## src/design/wstq_mod.sv

```systemverilog
// Bit-serial remainder unit: one dividend bit per cycle.
module wstq_mod #(
    parameter int DVD_W = 16,
    parameter int DIV_W = 4
) (
    input  logic             i_clk,
    input  logic             i_rst_n,
    input  logic             i_start,
    input  logic [DVD_W-1:0] i_dividend,
    input  logic [DIV_W-1:0] i_divisor,
    output logic             o_done,
    output logic [DIV_W-1:0] o_rem
);
    localparam int CNT_W = $clog2(DVD_W + 1);

    logic             r_busy;
    logic             r_done;
    logic [CNT_W-1:0] r_cnt;
    logic [DVD_W-1:0] r_dvd;
    logic [DIV_W-1:0] r_div;
    logic [DIV_W-1:0] r_rem;
    logic [DIV_W:0]   trial;
    logic [DIV_W:0]   n_rem;

    always_comb begin
        trial = {r_rem, r_dvd[DVD_W-1]};
        if (trial >= {1'b0, r_div}) begin
            n_rem = trial - {1'b0, r_div};
        end else begin
            n_rem = trial;
        end
    end

    always_ff @(posedge i_clk) begin
        if (!i_rst_n) begin
            r_busy <= 1'b0;
            r_done <= 1'b0;
            r_cnt  <= '0;
        end else begin
            r_done <= 1'b0;
            if (i_start) begin
                r_busy <= 1'b1;
                r_cnt  <= CNT_W'(DVD_W);
            end else if (r_busy) begin
                r_cnt <= r_cnt - 1'b1;
                if (r_cnt == CNT_W'(1)) begin
                    r_busy <= 1'b0;
                    r_done <= 1'b1;
                end
            end
        end
    end

    always_ff @(posedge i_clk) begin
        if (i_start) begin
            r_dvd <= i_dividend;
            r_div <= i_divisor;
            r_rem <= '0;
        end else if (r_busy) begin
            r_dvd <= {r_dvd[DVD_W-2:0], 1'b0};
            r_rem <= n_rem[DIV_W-1:0];
        end
    end

    assign o_done = r_done;
    assign o_rem  = r_rem;
endmodule

```

## config.mk

```make
export PLATFORM = sky130hd
export DESIGN_NAME = wstq_mod
export DESIGN_NICKNAME = d
export VERILOG_FILES = /design/src/design/wstq_mod.sv
export SDC_FILE = /design/constraint.sdc
export NUM_CORES = 1
export LEC_CHECK = 0
export ABC_AREA = 0
export BUFFER_PORTS_ARGS = -buffer_cell sky130_fd_sc_hd__buf_4
export CORE_MARGIN = 5
export CORE_UTILIZATION = 49
export DETAILED_ROUTE_END_ITERATION = 6
export PLACE_DENSITY = 0.84
export SLEW_MARGIN = 10
export SYNTH_ARGS = -nofsm -noshare
export SYNTH_HDL_FRONTEND = slang
export SYNTH_SLANG_ARGS = --single-unit
```

## constraint.sdc

```tcl
create_clock -name i_clk -period 1.83 [get_ports i_clk]
set_input_delay 0.366 -clock i_clk [delete_from_list [all_inputs] [get_ports i_clk]]
set_output_delay 0.366 -clock i_clk [all_outputs]
set_load 0.01 [all_outputs]
```

==> impl_metrics.toml <==
[clocking]
clk_pin_slew_ns = 0.09
clock-sinks = 31
clockBufferDepth = 2
cts_inserted_buffers = 5
clk_latency_ns = 0.32
htreeDepth = 2
root_buffer = "clkbuf_4"
cts_tree = "yes"
ctsHoldBuffers = 0

[timing]
hold_violations = 0
fin_hold_ws_ns = 0.211
fmax_mhz = 553
fin_ws_ns = 0.0232
finalSetupViolations = 0
fin_crit_sh_pct = 98.7
drv_slew = 0
fin_worst_skew_ns = 0.00798
max_slew_margin_pct = 78.2
period_minus_slack_ns = 1.81
tightest_slew_ns = 0.327

[critical_path]
rrSetupSlack_ns = 0.02
arrival_ns = 2.04
worst_setup_path_start_kind = "flip-flop"
crit_required_ns = 2.06
endpoint_kind = "flip-flop"
crit_fanout = 3
critical_path_class = "reg -> reg"

[layout]
final_net_count = 187
antennaDiodeCount = 0
fill_cells = 257
syn_to_final_growth_pct = 23.1
drive_gt1_share_pct = 40.5

[placed_design]
pre_cts_ws_ns = -0.0141
dpl.hpwl_um = 2100
io_buffers = 27
gp_congestion = 0.876

[yosys]
yosysSeqAreaShare_pct = 54.3
synth_common_cells = "edfxtp_1, mux2_2, dfxtp_1, inv_1, nor2_1"
async_reset_ff_share_pct = 0
synth_top_area_share_pct = 39.7
yosysMostFrequentCell = "edfxtp_1"
ys_top_cells_by_area = "edfxtp_1, dfxtp_1, mux2_2"
syn_nets = 150
synth-seq-cells = 31
ys_types = 40
synth_edf_count = 20
yosysWarnings = 0
postSynthCellCount = 120
syn_avg_cell_area_sq_um = 12.6
dominantRegCellSynth = "edfxtp_1"
yosys.area.top_type = "edfxtp_1"
syn_area_sq_mm = 0.00151

[floorplan]
die_w_um = 65.6
num_io_pins = 28
core_sq_mm = 0.00300
fp.dieArea_sq_mm = 0.00430
die_y_um = 65.6
core.rowCount = 20
initial_core_util_pct = 50.4

[detailed_routing]
drc = 0
wl_per_cell_um = 15.1
num_vias = 1046
wl_um = 2880
viasPerCell = 5.48
drtPass1Iterations = 4
ant_nets = 0
drt_iter0_drc = 48

[pwr]
irDropWorstVdd_mv = 0.541
pwr_density_cell_mw_per_mm2 = 853
p_leak_nw = 0.764

[global_route]
grt_pass1_vias = 1037
grt_pass1_wl_um = 4810
grt_usage_pct = 15.1
grt_max_degree = 29
overflow = 0
grt_antenna_before_repair = 0

[run_status]
status = "complete, no violations"

[job]
maxCapViolCount = 0

[worst_hold_path]
hp-class = "in -> reg"
## per-layer routing
| layer | up-vias | global-route usage, % | wire (um) |
|---|---|---|---|
| met5 | - | 0 | 0 |
| li1 | 517 | - | - |
| met4 | 0 | 6.22 | 54 |
| met2 | 32 | 24.8 | 1400 |
| met1 | 492 | 18.3 | 1220 |
| met3 | 5 | 4.96 | 197 |
## worst max-delay path, stage by stage, from the launching register on
cell	delay [ns]
edfxtp_1	0.42
inv_1	0.11
ha_4	0.21
nand2b_4	0.16
a2111oi_4	0.38
o21ai_0	0.14
a311oi_1	0.30
## kinds of logic (layout without fill, tap and decap cells)
kind of cell	Yosys count	count (layout)	share of synthesized area (%)
buf+inv	14	52	3.97
xor+xnor	5	5	2.90
flops	31	31	54.3
simple gates	28	28	10.0
compound gates	20	20	11.4
mux	15	15	11.2
fa+ha+maj	7	7	6.29
## through the flow
stage	area, sq um	utilization (%)	setup TNS (ns)	cells	power [mW]
finish	1860	62.0	0	191	1.59
CTS	1840	61.3	0	190	1.59
global route	1860	62.0	-0.132	191	1.70
global placement	1780	59.4	0	182	1.20
detailed placement	1780	59.4	-0.0141	182	1.22
floorplan	1510	-	0	120	1.09
## flip-flops by register name, indices dropped and copies added (netlist names)
| register | cells |
|---|---|
| r_dvd | 16 |
| r_busy | 1 |
| o_done | 1 |
| o_rem | 4 |
| r_cnt | 5 |
| r_div | 4 |
## report_power, final
part	total (mW)	internal [mW]	leakage (nW)	switching, mW
sequential	0.848	0.817	0.291	0.0316
combinational	0.373	0.205	0.447	0.168
clock	0.367	0.153	0.0265	0.214
total	1.59	1.17	0.764	0.414
## final cells by class
| class | count | area [sq um] | share of cell area [%] |
|---|---|---|---|
| sequential | 31 | 821 | 44.1 |
| multi-input combinational | 75 | 654 | 35.1 |
| timing repair buffer | 35 | 263 | 14.1 |
| clock buffer | 8 | 48.8 | 2.62 |
| tap | 33 | 41.3 | 2.22 |
| inverter | 9 | 33.8 | 1.81 |
## timing repair
item	in CTS	in global routing
setup buffers	0	1
endpoints found under the hold margin	0	0
endpoints found under the setup margin	2	3
pin swaps	1	5
resized for setup	2	4
## cells in the final DEF (no fill, tap or decap), types with 2 or more instances in the layout
cell,instances
a21oi_1,3
a311oi_1,3
buf_4,35
clkbuf_1,3
clkbuf_4,5
dfxtp_1,11
edfxtp_1,20
ha_1,5
inv_1,9
mux2_2,15
nand2_1,3
nand2b_1,2
nor2_1,9
nor3_1,2
o21ai_0,2
xnor2_1,3
xor2_1,2
## worst paths after layout
kind                         start                    end  cells after the start
min reg2reg  r_cnt[1]$_SDFFE_PP0P_  r_cnt[1]$_SDFFE_PP0P_                      2
min                   i_divisor[1]     r_div[1]$_DFFE_PP_                      1
max reg2reg    r_dvd[15]$_DFFE_PP_  o_rem[0]$_SDFFE_PP0P_                      6
max            r_dvd[15]$_DFFE_PP_  o_rem[0]$_SDFFE_PP0P_                      6
Power figures use the tool's default switching activity.
